<file path="config.mk">
export PLATFORM = sky130hd
export DESIGN_NAME = fixed_step_euler_integrator_top
export DESIGN_NICKNAME = d
export VERILOG_FILES = /design/src/design/fsei_pkg.sv /design/src/design/fsei_regs.sv /design/src/design/fsei_mac.sv /design/src/design/fsei_div.sv /design/src/design/fixed_step_euler_integrator_top.sv
export SDC_FILE = /design/constraint.sdc
export NUM_CORES = 2
export LEC_CHECK = 0
export BUFFER_PORTS_ARGS = -buffer_cell sky130_fd_sc_hd__buf_2
export CAP_MARGIN = 15
export CORE_ASPECT_RATIO = 1.75
export CORE_MARGIN = 3
export CORE_UTILIZATION = 55
export DETAILED_ROUTE_END_ITERATION = 16
export PLACE_DENSITY = 0.83
export SETUP_SLACK_MARGIN = 0.3
export SKIP_CTS_REPAIR_TIMING = 1
export SLEW_MARGIN = 5
export SYNTH_ARGS = -nofsm -noshare
export SYNTH_HDL_FRONTEND = slang
export SYNTH_SLANG_ARGS = --single-unit
</file>
<file path="constraint.sdc">
create_clock -name clk_i -period 16 [get_ports clk_i]
set_clock_uncertainty 0.2 [all_clocks]
set_input_delay 3.2 -clock clk_i [delete_from_list [all_inputs] [get_ports clk_i]]
set_output_delay 3.2 -clock clk_i [all_outputs]
set_load 0.02 [all_outputs]
</file>
<file path="src/design/fsei_pkg.sv">
package fsei_pkg;

  localparam int VALUE_W   = 32;
  localparam int TIME_FRAC = 16;
  localparam int STEP_W    = 15;
  localparam int ACC_W     = 16;
  localparam int DAMP_W    = 18;
  localparam int COUNT_W   = 32;
  localparam int FSTEPS_W  = 15;
  localparam int ALPHA_W   = 16;
  localparam int FRAME_W   = 16;
  localparam int MULB_W    = 17;
  localparam int PROD_W    = VALUE_W + MULB_W + 1;

  localparam int PADDR_W   = 5;
  localparam int PDATA_W   = 32;

  // Frame time clamp: a quarter second.
  localparam logic [ACC_W-1:0]    FRAME_CAP       = ACC_W'(1 << (TIME_FRAC - 2));
  localparam logic [FSTEPS_W-1:0] MAX_FRAME_STEPS = FSTEPS_W'(16385);

  localparam logic CMD_ADVANCE = 1'b0;
  localparam logic CMD_RESTART = 1'b1;

  typedef enum logic [2:0] {
    REG_STEP_TIME,
    REG_ACCEL_X,
    REG_ACCEL_Y,
    REG_DAMPING,
    REG_START_POS_X,
    REG_START_POS_Y,
    REG_START_VEL_X,
    REG_START_VEL_Y
  } reg_idx_e;

  typedef struct packed {
    logic               cmd;
    logic [FRAME_W-1:0] frame_time;
  } in_t;

  typedef struct packed {
    logic signed [VALUE_W-1:0] pos_x;
    logic signed [VALUE_W-1:0] pos_y;
    logic signed [VALUE_W-1:0] vel_x;
    logic signed [VALUE_W-1:0] vel_y;
    logic signed [VALUE_W-1:0] prev_pos_x;
    logic signed [VALUE_W-1:0] prev_pos_y;
    logic signed [VALUE_W-1:0] prev_vel_x;
    logic signed [VALUE_W-1:0] prev_vel_y;
    logic [COUNT_W-1:0]        total_steps;
    logic [ALPHA_W-1:0]        blend_alpha;
    logic [FSTEPS_W-1:0]       frame_steps;
  } out_t;

  typedef struct packed {
    logic [STEP_W-1:0]         step_time;
    logic signed [VALUE_W-1:0] accel_x;
    logic signed [VALUE_W-1:0] accel_y;
    logic signed [DAMP_W-1:0]  damping;
    logic signed [VALUE_W-1:0] start_pos_x;
    logic signed [VALUE_W-1:0] start_pos_y;
    logic signed [VALUE_W-1:0] start_vel_x;
    logic signed [VALUE_W-1:0] start_vel_y;
  } cfg_t;

  // Request to the shared multiply-add unit: a * b >>> TIME_FRAC + addend.
  typedef struct packed {
    logic signed [VALUE_W-1:0] a;
    logic [MULB_W-1:0]         b;
    logic signed [VALUE_W-1:0] addend;
  } mac_req_t;

  typedef struct packed {
    logic              start;
    logic [ACC_W-1:0]  acc;
    logic [STEP_W-1:0] dt;
  } div_req_t;

  typedef struct packed {
    logic               done;
    logic [ALPHA_W-1:0] quot;
  } div_rsp_t;

endpackage

</file>
<file path="src/design/fsei_regs.sv">
module fsei_regs (
  input  logic                          clk_i,
  input  logic                          rst_ni,
  input  logic                          psel,
  input  logic                          penable,
  input  logic                          pwrite,
  input  logic [fsei_pkg::PADDR_W-1:0]  paddr,
  input  logic [fsei_pkg::PDATA_W-1:0]  pwdata,
  output logic [fsei_pkg::PDATA_W-1:0]  prdata,
  output logic                          pready,
  output fsei_pkg::cfg_t                cfg_o
);

  fsei_pkg::cfg_t     cfg_q, cfg_d;
  fsei_pkg::reg_idx_e idx;
  logic               wr_en;

  assign idx    = fsei_pkg::reg_idx_e'(paddr[fsei_pkg::PADDR_W-1:2]);
  assign wr_en  = psel & penable & pwrite;
  assign pready = 1'b1;
  assign cfg_o  = cfg_q;

  always_comb begin
    cfg_d = cfg_q;
    if (wr_en) begin
      case (idx)
        fsei_pkg::REG_STEP_TIME:   cfg_d.step_time   = pwdata[fsei_pkg::STEP_W-1:0];
        fsei_pkg::REG_ACCEL_X:     cfg_d.accel_x     = pwdata;
        fsei_pkg::REG_ACCEL_Y:     cfg_d.accel_y     = pwdata;
        fsei_pkg::REG_DAMPING:     cfg_d.damping     = pwdata[fsei_pkg::DAMP_W-1:0];
        fsei_pkg::REG_START_POS_X: cfg_d.start_pos_x = pwdata;
        fsei_pkg::REG_START_POS_Y: cfg_d.start_pos_y = pwdata;
        fsei_pkg::REG_START_VEL_X: cfg_d.start_vel_x = pwdata;
        fsei_pkg::REG_START_VEL_Y: cfg_d.start_vel_y = pwdata;
        default: ;
      endcase
    end
  end

  always_comb begin
    case (idx)
      fsei_pkg::REG_STEP_TIME:   prdata = fsei_pkg::PDATA_W'(cfg_q.step_time);
      fsei_pkg::REG_ACCEL_X:     prdata = cfg_q.accel_x;
      fsei_pkg::REG_ACCEL_Y:     prdata = cfg_q.accel_y;
      fsei_pkg::REG_DAMPING:     prdata = fsei_pkg::PDATA_W'(cfg_q.damping);
      fsei_pkg::REG_START_POS_X: prdata = cfg_q.start_pos_x;
      fsei_pkg::REG_START_POS_Y: prdata = cfg_q.start_pos_y;
      fsei_pkg::REG_START_VEL_X: prdata = cfg_q.start_vel_x;
      fsei_pkg::REG_START_VEL_Y: prdata = cfg_q.start_vel_y;
      default:                   prdata = '0;
    endcase
  end

  always_ff @(posedge clk_i or negedge rst_ni) begin
    if (!rst_ni) begin
      cfg_q <= '{step_time: fsei_pkg::STEP_W'(1092),
                 damping:   fsei_pkg::DAMP_W'(65536),
                 default:   '0};
    end else begin
      cfg_q <= cfg_d;
    end
  end

endmodule

</file>
<file path="src/design/fsei_mac.sv">
module fsei_mac (
  input  logic                                clk_i,
  input  fsei_pkg::mac_req_t                  req_i,
  output logic signed [fsei_pkg::VALUE_W-1:0] result_o
);

  localparam int SHIFT_W = fsei_pkg::PROD_W - fsei_pkg::TIME_FRAC;
  localparam int SUM_W   = SHIFT_W + 1;
  localparam logic signed [SUM_W-1:0] SAT_HI =
    {{(SUM_W - fsei_pkg::VALUE_W + 1){1'b0}}, {(fsei_pkg::VALUE_W - 1){1'b1}}};
  localparam logic signed [SUM_W-1:0] SAT_LO =
    {{(SUM_W - fsei_pkg::VALUE_W + 1){1'b1}}, {(fsei_pkg::VALUE_W - 1){1'b0}}};

  logic signed [fsei_pkg::PROD_W-1:0]  prod_d, prod_q;
  logic signed [fsei_pkg::VALUE_W-1:0] addend_q;
  logic signed [SHIFT_W-1:0]           shifted;
  logic signed [SUM_W-1:0]             sum;

  // b is never negative: zero-extend it into a signed operand.
  assign prod_d  = req_i.a * $signed({1'b0, req_i.b});
  // Drop the fraction bits, rounding toward minus infinity.
  assign shifted = prod_q[fsei_pkg::PROD_W-1:fsei_pkg::TIME_FRAC];
  assign sum     = SUM_W'(shifted) + SUM_W'(addend_q);

  always_comb begin
    if (sum > SAT_HI) begin
      result_o = SAT_HI[fsei_pkg::VALUE_W-1:0];
    end else if (sum < SAT_LO) begin
      result_o = SAT_LO[fsei_pkg::VALUE_W-1:0];
    end else begin
      result_o = sum[fsei_pkg::VALUE_W-1:0];
    end
  end

  always_ff @(posedge clk_i) begin
    prod_q   <= prod_d;
    addend_q <= req_i.addend;
  end

endmodule

</file>
<file path="src/design/fsei_div.sv">
module fsei_div (
  input  logic               clk_i,
  input  logic               rst_ni,
  input  fsei_pkg::div_req_t req_i,
  output fsei_pkg::div_rsp_t rsp_o
);

  localparam int REM_W = fsei_pkg::ACC_W + 1;
  localparam int CNT_W = $clog2(fsei_pkg::ALPHA_W + 1);

  logic                          busy_d, busy_q;
  logic                          done_d, done_q;
  logic [CNT_W-1:0]              cnt_d, cnt_q;
  logic [REM_W-1:0]              rem_d, rem_q, rem_sh, dt_ext;
  logic [fsei_pkg::ALPHA_W-1:0]  quot_d, quot_q;
  logic [fsei_pkg::STEP_W-1:0]   dt_d, dt_q;

  assign rem_sh = {rem_q[REM_W-2:0], 1'b0};
  assign dt_ext = REM_W'(dt_q);

  always_comb begin
    busy_d = busy_q;
    done_d = 1'b0;
    cnt_d  = cnt_q;
    rem_d  = rem_q;
    quot_d = quot_q;
    dt_d   = dt_q;
    if (req_i.start) begin
      if (req_i.acc >= fsei_pkg::ACC_W'(req_i.dt)) begin
        // Quotient needs more than the fraction bits: saturate.
        quot_d = '1;
        done_d = 1'b1;
        busy_d = 1'b0;
      end else begin
        rem_d  = REM_W'(req_i.acc);
        quot_d = '0;
        dt_d   = req_i.dt;
        cnt_d  = CNT_W'(fsei_pkg::ALPHA_W);
        busy_d = 1'b1;
      end
    end else if (busy_q) begin
      if (rem_sh >= dt_ext) begin
        rem_d  = rem_sh - dt_ext;
        quot_d = {quot_q[fsei_pkg::ALPHA_W-2:0], 1'b1};
      end else begin
        rem_d  = rem_sh;
        quot_d = {quot_q[fsei_pkg::ALPHA_W-2:0], 1'b0};
      end
      cnt_d = cnt_q - CNT_W'(1);
      if (cnt_q == CNT_W'(1)) begin
        busy_d = 1'b0;
        done_d = 1'b1;
      end
    end
  end

  always_ff @(posedge clk_i or negedge rst_ni) begin
    if (!rst_ni) begin
      busy_q <= 1'b0;
      done_q <= 1'b0;
      cnt_q  <= '0;
    end else begin
      busy_q <= busy_d;
      done_q <= done_d;
      cnt_q  <= cnt_d;
    end
  end

  always_ff @(posedge clk_i) begin
    rem_q  <= rem_d;
    quot_q <= quot_d;
    dt_q   <= dt_d;
  end

  assign rsp_o.done = done_q;
  assign rsp_o.quot = quot_q;

endmodule

</file>
<file path="src/design/fixed_step_euler_integrator_top.sv">
// Fixed-timestep accumulator with a semi-implicit Euler integrator for one 2-D body.
// An advance transaction clamps frame_time to a quarter second, adds it to the time
// accumulator (saturating at 65535) and then takes fixed steps while the accumulator
// holds at least step_time, at most 16385 per frame; a restart transaction reloads
// the start registers and clears the accumulator and step counter. Every input
// transaction yields exactly one output transaction with current and previous state,
// step counts and the blend alpha (leftover accumulator over step_time, Q0.16).
// Sequencing: one multiply-add unit serves every multiply-add of a step. Each step
// runs a check state, then six multiply-add operations, each an issue state and a
// write state (multiply, then add and saturate). After the last step a final check
// state starts the bit-serial alpha divider, which answers at once when alpha
// saturates and otherwise works one quotient bit at a time; then the output register
// is loaded. A restart goes from idle straight to loading the output register, and
// every load waits until the output register is free. The block takes no new
// transaction until the current one sits in the output register; that register may
// hold while the next frame is computed. Configuration must be written over the APB
// port only while the block is idle; the block itself does not enforce this.
module fixed_step_euler_integrator_top (
  input  logic                          clk_i,
  input  logic                          rst_ni,
  input  logic                          in_valid_i,
  output logic                          in_ready_o,
  input  fsei_pkg::in_t                 in_data_i,
  output logic                          out_valid_o,
  input  logic                          out_ready_i,
  output fsei_pkg::out_t                out_data_o,
  input  logic                          psel,
  input  logic                          penable,
  input  logic                          pwrite,
  input  logic [fsei_pkg::PADDR_W-1:0]  paddr,
  input  logic [fsei_pkg::PDATA_W-1:0]  pwdata,
  output logic [fsei_pkg::PDATA_W-1:0]  prdata,
  output logic                          pready
);

  typedef enum logic [2:0] {
    ST_IDLE,
    ST_CHECK,
    ST_ISSUE,
    ST_WRITE,
    ST_DIVIDE,
    ST_REPORT
  } state_e;

  // Operations of one axis within a step, in order.
  typedef enum logic [1:0] {
    OP_ACCEL,
    OP_DAMP,
    OP_POS
  } op_e;

  localparam int VW = fsei_pkg::VALUE_W;

  fsei_pkg::cfg_t     cfg;
  fsei_pkg::mac_req_t mac_req;
  fsei_pkg::div_req_t div_req;
  fsei_pkg::div_rsp_t div_rsp;
  logic signed [VW-1:0] mac_res;

  state_e state_d, state_q;
  op_e    op_d, op_q;
  logic   axis_d, axis_q;

  logic signed [VW-1:0] cur_pos_d [2];
  logic signed [VW-1:0] cur_pos_q [2];
  logic signed [VW-1:0] cur_vel_d [2];
  logic signed [VW-1:0] cur_vel_q [2];
  logic signed [VW-1:0] old_pos_d [2];
  logic signed [VW-1:0] old_pos_q [2];
  logic signed [VW-1:0] old_vel_d [2];
  logic signed [VW-1:0] old_vel_q [2];
  logic signed [VW-1:0] vtmp_d, vtmp_q;

  logic [fsei_pkg::ACC_W-1:0]    acc_d, acc_q;
  logic [fsei_pkg::COUNT_W-1:0]  total_d, total_q;
  logic [fsei_pkg::FSTEPS_W-1:0] fsteps_d, fsteps_q;
  logic [fsei_pkg::ALPHA_W-1:0]  alpha_d, alpha_q;
  fsei_pkg::out_t                out_d, out_q;
  logic                          out_valid_d, out_valid_q;

  logic [fsei_pkg::STEP_W-1:0]   dt_eff;
  logic [fsei_pkg::MULB_W-1:0]   damp_eff;
  logic [fsei_pkg::ACC_W-1:0]    ft_clamp;
  logic [fsei_pkg::ACC_W:0]      acc_sum;
  logic [fsei_pkg::ACC_W-1:0]    acc_add;
  logic                          can_step;
  logic                          in_accept;

  fsei_regs u_regs (
    .clk_i   (clk_i),
    .rst_ni  (rst_ni),
    .psel    (psel),
    .penable (penable),
    .pwrite  (pwrite),
    .paddr   (paddr),
    .pwdata  (pwdata),
    .prdata  (prdata),
    .pready  (pready),
    .cfg_o   (cfg)
  );

  fsei_mac u_mac (
    .clk_i    (clk_i),
    .req_i    (mac_req),
    .result_o (mac_res)
  );

  fsei_div u_div (
    .clk_i  (clk_i),
    .rst_ni (rst_ni),
    .req_i  (div_req),
    .rsp_o  (div_rsp)
  );

  // A zero step time behaves as the smallest step; negative damping stops motion.
  assign dt_eff   = (cfg.step_time == '0) ? fsei_pkg::STEP_W'(1) : cfg.step_time;
  assign damp_eff = cfg.damping[fsei_pkg::DAMP_W-1] ? '0
                                                     : cfg.damping[fsei_pkg::MULB_W-1:0];

  // Clamp the frame time and saturate the accumulator.
  assign ft_clamp = (in_data_i.frame_time > fsei_pkg::FRAME_CAP) ? fsei_pkg::FRAME_CAP
                                                                  : in_data_i.frame_time;
  assign acc_sum  = {1'b0, acc_q} + {1'b0, ft_clamp};
  assign acc_add  = acc_sum[fsei_pkg::ACC_W] ? '1 : acc_sum[fsei_pkg::ACC_W-1:0];

  assign can_step = (acc_q >= fsei_pkg::ACC_W'(dt_eff)) &&
                    (fsteps_q < fsei_pkg::MAX_FRAME_STEPS);

  assign in_ready_o  = (state_q == ST_IDLE);
  assign in_accept   = in_valid_i & in_ready_o;
  assign out_valid_o = out_valid_q;
  assign out_data_o  = out_q;

  // Operand selection for the shared multiply-add unit.
  always_comb begin
    case (op_q)
      OP_ACCEL: begin
        // velocity + dt * acceleration
        mac_req.a      = axis_q ? cfg.accel_y : cfg.accel_x;
        mac_req.b      = fsei_pkg::MULB_W'(dt_eff);
        mac_req.addend = cur_vel_q[axis_q];
      end
      OP_DAMP: begin
        // velocity * damping
        mac_req.a      = vtmp_q;
        mac_req.b      = damp_eff;
        mac_req.addend = '0;
      end
      OP_POS: begin
        // position + dt * new velocity
        mac_req.a      = vtmp_q;
        mac_req.b      = fsei_pkg::MULB_W'(dt_eff);
        mac_req.addend = cur_pos_q[axis_q];
      end
      default: begin
        mac_req.a      = '0;
        mac_req.b      = '0;
        mac_req.addend = '0;
      end
    endcase
  end

  always_comb begin
    state_d     = state_q;
    op_d        = op_q;
    axis_d      = axis_q;
    cur_pos_d   = cur_pos_q;
    cur_vel_d   = cur_vel_q;
    old_pos_d   = old_pos_q;
    old_vel_d   = old_vel_q;
    vtmp_d      = vtmp_q;
    acc_d       = acc_q;
    total_d     = total_q;
    fsteps_d    = fsteps_q;
    alpha_d     = alpha_q;
    out_d       = out_q;
    out_valid_d = out_valid_q;

    div_req.start = 1'b0;
    div_req.acc   = acc_q;
    div_req.dt    = dt_eff;

    // Drop the result once the consumer takes it.
    if (out_valid_q && out_ready_i) begin
      out_valid_d = 1'b0;
    end

    case (state_q)
      ST_IDLE: begin
        if (in_accept) begin
          fsteps_d = '0;
          alpha_d  = '0;
          if (in_data_i.cmd == fsei_pkg::CMD_RESTART) begin
            cur_pos_d[0] = cfg.start_pos_x;
            cur_pos_d[1] = cfg.start_pos_y;
            cur_vel_d[0] = cfg.start_vel_x;
            cur_vel_d[1] = cfg.start_vel_y;
            old_pos_d[0] = cfg.start_pos_x;
            old_pos_d[1] = cfg.start_pos_y;
            old_vel_d[0] = cfg.start_vel_x;
            old_vel_d[1] = cfg.start_vel_y;
            acc_d        = '0;
            total_d      = '0;
            state_d      = ST_REPORT;
          end else begin
            acc_d   = acc_add;
            state_d = ST_CHECK;
          end
        end
      end
      ST_CHECK: begin
        if (can_step) begin
          // Save the state before this step.
          old_pos_d = cur_pos_q;
          old_vel_d = cur_vel_q;
          axis_d    = 1'b0;
          op_d      = OP_ACCEL;
          state_d   = ST_ISSUE;
        end else begin
          div_req.start = 1'b1;
          state_d       = ST_DIVIDE;
        end
      end
      ST_ISSUE: begin
        // Product is registered inside the unit this cycle.
        state_d = ST_WRITE;
      end
      ST_WRITE: begin
        state_d = ST_ISSUE;
        case (op_q)
          OP_ACCEL: begin
            vtmp_d = mac_res;
            op_d   = OP_DAMP;
          end
          OP_DAMP: begin
            vtmp_d            = mac_res;
            cur_vel_d[axis_q] = mac_res;
            op_d              = OP_POS;
          end
          OP_POS: begin
            cur_pos_d[axis_q] = mac_res;
            op_d              = OP_ACCEL;
            if (axis_q) begin
              // Both axes done: retire the step.
              acc_d    = acc_q - fsei_pkg::ACC_W'(dt_eff);
              total_d  = total_q + fsei_pkg::COUNT_W'(1);
              fsteps_d = fsteps_q + fsei_pkg::FSTEPS_W'(1);
              axis_d   = 1'b0;
              state_d  = ST_CHECK;
            end else begin
              axis_d = 1'b1;
            end
          end
          default: begin
            op_d    = OP_ACCEL;
            state_d = ST_CHECK;
          end
        endcase
      end
      ST_DIVIDE: begin
        if (div_rsp.done) begin
          alpha_d = div_rsp.quot;
          state_d = ST_REPORT;
        end
      end
      ST_REPORT: begin
        // Load the output register as soon as it is free.
        if (!out_valid_q || out_ready_i) begin
          out_d.pos_x       = cur_pos_q[0];
          out_d.pos_y       = cur_pos_q[1];
          out_d.vel_x       = cur_vel_q[0];
          out_d.vel_y       = cur_vel_q[1];
          out_d.prev_pos_x  = old_pos_q[0];
          out_d.prev_pos_y  = old_pos_q[1];
          out_d.prev_vel_x  = old_vel_q[0];
          out_d.prev_vel_y  = old_vel_q[1];
          out_d.total_steps = total_q;
          out_d.blend_alpha = alpha_q;
          out_d.frame_steps = fsteps_q;
          out_valid_d       = 1'b1;
          state_d           = ST_IDLE;
        end
      end
      default: begin
        state_d = ST_IDLE;
      end
    endcase
  end

  always_ff @(posedge clk_i or negedge rst_ni) begin
    if (!rst_ni) begin
      state_q     <= ST_IDLE;
      op_q        <= OP_ACCEL;
      axis_q      <= 1'b0;
      cur_pos_q   <= '{default: '0};
      cur_vel_q   <= '{default: '0};
      old_pos_q   <= '{default: '0};
      old_vel_q   <= '{default: '0};
      acc_q       <= '0;
      total_q     <= '0;
      fsteps_q    <= '0;
      alpha_q     <= '0;
      out_valid_q <= 1'b0;
    end else begin
      state_q     <= state_d;
      op_q        <= op_d;
      axis_q      <= axis_d;
      cur_pos_q   <= cur_pos_d;
      cur_vel_q   <= cur_vel_d;
      old_pos_q   <= old_pos_d;
      old_vel_q   <= old_vel_d;
      acc_q       <= acc_d;
      total_q     <= total_d;
      fsteps_q    <= fsteps_d;
      alpha_q     <= alpha_d;
      out_valid_q <= out_valid_d;
    end
  end

  always_ff @(posedge clk_i) begin
    vtmp_q <= vtmp_d;
    out_q  <= out_d;
  end

endmodule

</file>
# ---- After elaboration in Yosys (flattened, before gate mapping)
# Index checks and enable logic that the tools add are counted.
dict set report op_classes {
  addsub 7
  multipliers 1
  n_lt_le_gt_ge 8
  eq_ne 24
  mux 87
  bitwise 5
  n_reduce_logical 36
}
# op count
set ops {}
lappend ops {{2-to-1 mux 64 bit} 8}
lappend ops {{one-hot mux 64 bit (2 select lines)} 4}
lappend ops {{2-to-1 mux 32 bit} 14}
lappend ops {{one-hot mux 32 bit (8 select lines)} 1}
lappend ops {{one-hot mux 81 bit (3 select lines)} 1}
lappend ops {{2-to-1 mux 16 bit} 15}
lappend ops {{bitwise mux 64 bit} 2}
lappend ops {{one-hot mux 16 bit (2 select lines)} 2}
lappend ops {{one-hot mux 32 bit (2 select lines)} 1}
lappend ops {{2-to-1 mux 15 bit} 4}
lappend ops {{multiplier 32 x 18 -> 50 bit} 1}
lappend ops {{adder 34 x 32 -> 35 bit} 1}
lappend ops {{> comparator 35 x 32 -> 1 bit (second input constant)} 1}
lappend ops {{< comparator 35 x 32 -> 1 bit (second input constant)} 1}
lappend ops {{adder 32 x 1 -> 32 bit (second input constant)} 1}
lappend ops {{demux 32 bit (select 1 bit)} 1}
lappend ops {{subtractor 16 x 15 -> 16 bit} 2}
lappend ops {{one-hot mux 15 bit (2 select lines)} 1}
lappend ops {{AND reduction 2 bit} 13}
lappend ops {{equality test 3 bit (second input constant)} 6}
lappend ops {{one-hot mux 3 bit (6 select lines)} 1}
lappend ops {{adder 16 x 16 -> 17 bit} 1}
lappend ops {{greater-or-equal comparator 17 x 15 -> 1 bit} 1}
lappend ops {{2-to-1 mux 1 bit} 17}
lappend ops {{34 further kinds} 68}
dict set report word_totals {
  ff_bits 1054
}

# ---- Longest topological paths before layout
dict set report logic_depth {
  ltp_word 8
  mapped_depth 32
}

# ---- Modules after synthesis
# A second synthesis with hierarchy kept.
dict set report hier_totals {
  cells_unflattened 5961
  area_unflattened_um2 64971.1
}
# mod n_inst cells_per_inst area_per_inst_um2
set modules_own_cells {}
lappend modules_own_cells {fixed_step_euler_integrator_top 1 2510 29356.9}
lappend modules_own_cells {fsei_mac 1 2369 21779.6}
lappend modules_own_cells {fsei_regs 1 729 10314.9}
lappend modules_own_cells {fsei_div 1 353 3519.6}

# ---- Worst setup path before layout
# OpenSTA, ideal clock, no wires.
dict set report synth_path {
  path_type {input-to-reg}
  from {in out_ready_i}
  to {reg out_q (netlist bit out_data_o[0]) (enable)}
  setup_ns 1.005
  t_arrival_ns 16.416
  path_slack_ns -1.621
  path_stages 2
  path_buffers 0
  path_cell_list {nor2b_1 -> nor2_1}
}
dict set report synth_between {
  elab_chain_cells 2
}
# item line
set synth_lines {}
lappend synth_lines {{from (decl)} fixed_step_euler_integrator_top.sv:25} ;# input logic out_ready_i,
lappend synth_lines {{logical OR 1 bit} fixed_step_euler_integrator_top.sv:268} ;# if (!out_valid_q || out_ready_i) begin
lappend synth_lines {{AND reduction 2 bit (no source line)} -}
lappend synth_lines {{to (signal assigned)} fixed_step_euler_integrator_top.sv:322} ;# out_q <= out_d;
lappend synth_lines {{to (decl)} fixed_step_euler_integrator_top.sv:78} ;# fsei_pkg::out_t out_d, out_q;
# Every way passes these cells.
# A chain may end at the register's enable or synchronous reset.

# ---- Worst setup path in the final report
dict set report layout_path {
  from {reg axis_q}
  to {reg u_mac.prod_q[46] in the netlist's numbering}
}
dict set report layout_between {
  elab_chain_cells 3
}
# item line
set layout_lines {}
lappend layout_lines {{from (decl)} fixed_step_euler_integrator_top.sv:62} ;# logic axis_d, axis_q;
lappend layout_lines {{from (signal assigned)} fixed_step_euler_integrator_top.sv:307} ;# axis_q <= axis_d;
lappend layout_lines {{2-to-1 mux 32 bit} fixed_step_euler_integrator_top.sv:139} ;# mac_req.a = axis_q ? cfg.accel_y : cfg.accel_x;
lappend layout_lines {{one-hot mux 81 bit (3 select lines)} fixed_step_euler_integrator_top.sv:136} ;# case (op_q)
lappend layout_lines {{multiplier 32 x 18 -> 50 bit} fsei_mac.sv:20} ;# assign prod_d = req_i.a * $signed({1'b0, req_i.b});
lappend layout_lines {{net u_mac.prod_d (one bit)} fsei_mac.sv:14} ;# logic signed [fsei_pkg::PROD_W-1:0] prod_d, prod_q;
lappend layout_lines {{to (signal assigned)} fsei_mac.sv:36} ;# prod_q <= prod_d;
lappend layout_lines {{to (decl)} fsei_mac.sv:14}
# The timed path passes the listed nets, and every way through them passes these cells.

==> flow_summary.ini <==
[yosys]
synth-simple-area-share_pct = 10.8
yosysTopAreaCellShare_pct = 21.9
post_synth.cell_area_avg_um2 = 10.7
primary_ff_master_synth = dfrtp_1
asyncSetResetFlopFracSynth_pct = 55.3
syn_nets = 6840
synthesis.instances = 6057
synthTopCellsByArea = dfrtp_1 (22%), edfxtp_1 (18%), fa_1 (16%)
yosys.cell_count.top_type = inv_1
synth_top_family_by_area = adder cells
synthXorXnorAreaFrac_pct = 1.79
synth_mux_area_share_pct = 7.97
ys_seq_area_share_pct = 42.5
synth.lib_cells_used.distinct = 95
ys_ff_latch = 1038
complex_gate_fraction_of_the_synthesized_area_pct = 10.7
synth_enable_flop_cells = 398
top_post_synthesis_cells_by_count = inv_1 (722), dfrtp_1 (570), nor2_1 (565)
netlist_area_um2 = 65000
netlist.top_cell.by_area = dfrtp_1
synth_adder_area_share_pct = 19.9
yosys_warning_count = 0

[setup_path]
worst_ep_arrival_time_ns = 10.66
timing.critical_path.from_type = flop
criticalPathCategory = reg2reg
setup.worst_path.end_class = flop
path_max_fanout = 41
worst_path_most_repeated_cell = fa_1
timing.critical_path.slowest_stage_cell = a21oi_2
worst_r2r_startpoint = axis_q
max_stage_delay_ns = 0.84
worst_r2r_endpoint = u_mac.prod_q[46]
reg2reg_setup_slack_ns = 5.69
reg2reg_depth = 29
worst-endpoint-required_ns = 16.35

[placed_design]
gp_congestion = 0.985
io_buffers = 411
hpwlAfterDp_um = 146000

[clock_network]
cts.reportedPaths.clkPinSlew_ns = 0.07
cts.sink_count = 1038
cts_tree = built
ctsLongestPathBuffers = 3
cts_made_buffers = 80
root_buffer = clkbuf_16
h_tree_levels = 3
clkLatencyLatePin_ns = 0.67

[final_layout]
drive_above_1_share_pct = 16.2
syn2layout_area_growth_pct = 9.76
multi_input_area_um2 = 33500
final.fill_count = 8899
finalNetCount = 7088
ff_latch_area_um2 = 27700

[floorplanning]
floorplan.initialDensity_pct = 55.5
design.die.area_um2 = 123000
core_area_um2 = 117000
floorplan.die.height_um = 461
io_pins = 415
die_x_um = 266
placementRows = 166

[drt]
dr_wl_met3_um = 20700
met2_wirelength_um = 93800
avgViaCountPerCell = 6.33
routed-via-count = 50064
totalWireLength_um = 199000
wire_per_inst_um = 25.2
drt_pass1_iterations = 6
drcViolationCount = 0
ant_nets = 0
top_layer = met5
drc_marker_count_from_the_first_detailed_route_iteration = 6227
routedLengthMet1_um = 67800

[timing]
setup_violations = 0
worstMarginPinSlew_ns = 1.25
final_max_slew_viol_count = 0
max_freq_mhz = 97.0
slew-limit-headroom_pct = 16.7
rsz_0062_raised_after_global_routing = false
final_worst_path_period_share_pct = 64.5
totalNegativeSetupSlack_ns = 0
period_needed_ns = 10.31
final-hold-violation-count = 0

[status]
outcome = completed

[grt]
grt_first_pass_wirelength_um = 303000
gr-total-overflow = 0
via_count_of_the_first_global_routing_pass = 51387
grt_max_degree = 179
track_usage_pct = 32.5
grt_antenna_before_repair = 29

[worst_hold_path]
timing.hold.worst.start = old_vel_q[2]
hold_path_class = reg2reg
min_path_cells = 0
holdPathEnd = out_data_o[65]

[flow_run]
maxCapViolations = 0
## area by class of cell
cell class	instances	area share [%]
repair buffers	500	3.96
diodes	20	0.0701
clock buffers	109	3.22
inverters	723	3.80
clock inverters	39	0.552
multi-input cells	3962	47.0
well taps	1512	2.65
flip-flops and latches	1038	38.7
## metal layers
layer	global-route usage, %	up-vias
li1	-	20875
met1	38.6	24768
met2	52.8	3486
met3	6.61	915
met4	23.0	20
met5	0	-
## logic make-up after synthesis
logic type,after synthesis
other,2
AOI/OAI and AO/OA,1053
and+or+nand+nor,1609
buffers and inverters,1057
adders and majority gates,722
xor gates and xnor gates,133
DFF,1038
muxes,443
## state kept, by name, indices dropped and copies added (netlist names), 34 cells and up
name and cells:
u_regs.cfg_o 225, u_mac.prod_q 34, out_data_o 319, old_vel_q 64
old_pos_q 64, cur_pos_q 64, cur_vel_q 64
## how the worst max path moves through the flow
stage | from | to | slack (ns)
floorplan | out_ready_i | out_data_o[0] | 3.71
global placement | axis_q | u_mac.prod_q[46] | 6.01
detailed placement | op_q[1] | u_mac.prod_q[45] | 5.93
CTS | axis_q | u_mac.prod_q[46] | 5.91
global route | axis_q | u_mac.prod_q[46] | 5.42
finish | axis_q | u_mac.prod_q[46] | 5.69
## through the flow
stage                     cells  cell area (µm²)  hold WS [ns]  setup slack, ns  utilization, %
after floorplan            6057            65000         0.225             3.71               -
after global placement     7732            68600         0.231             6.01            58.5
after detailed placement   7732            68600         0.228             5.93            58.5
after CTS                  7880            71300         0.247             5.91            60.8
after global routing       7891            71300         0.255             5.42            60.9
final                      7903            71400         0.245             5.69            60.9
## critical path, delay by kind of cell, from the launching register on
family / cells / cell delay, ns
compound gates: 10 / 3.57
fa+ha+maj: 7 / 3.30
buf+inv: 6 / 1.58
flops: 1 / 0.69
simple gates: 4 / 0.40
mux: 1 / 0.26
xor+xnor: 1 / 0.16
## placed cells by master, fill, tap and decap left out, types with 25 or more instances in the layout
master and count:
o21ai_0 293, nor2_1 557, edfxtp_1 398, ha_1 199, a31oi_1 28, o21a_1 54, mux2_2 219, mux2i_1 186
and3_1 48, a21o_1 45, nor2b_1 57, xor2_1 60, fa_1 523, and2_1 25, a21oi_1 232, mux4_2 38
inv_1 722, nand2_1 559, o21ai_1 61, clkbuf_16 87, dfxtp_1 66, nand3_1 204, buf_2 410, nor3_1 34
xnor2_1 73, o22ai_1 37, a21oi_2 36, o211ai_1 38, buf_4 81, dfrtp_1 567
Power is left out: the tool's default activity adds up to more than one toggle a clock period on the data nets, which glitch-free logic cannot reach.
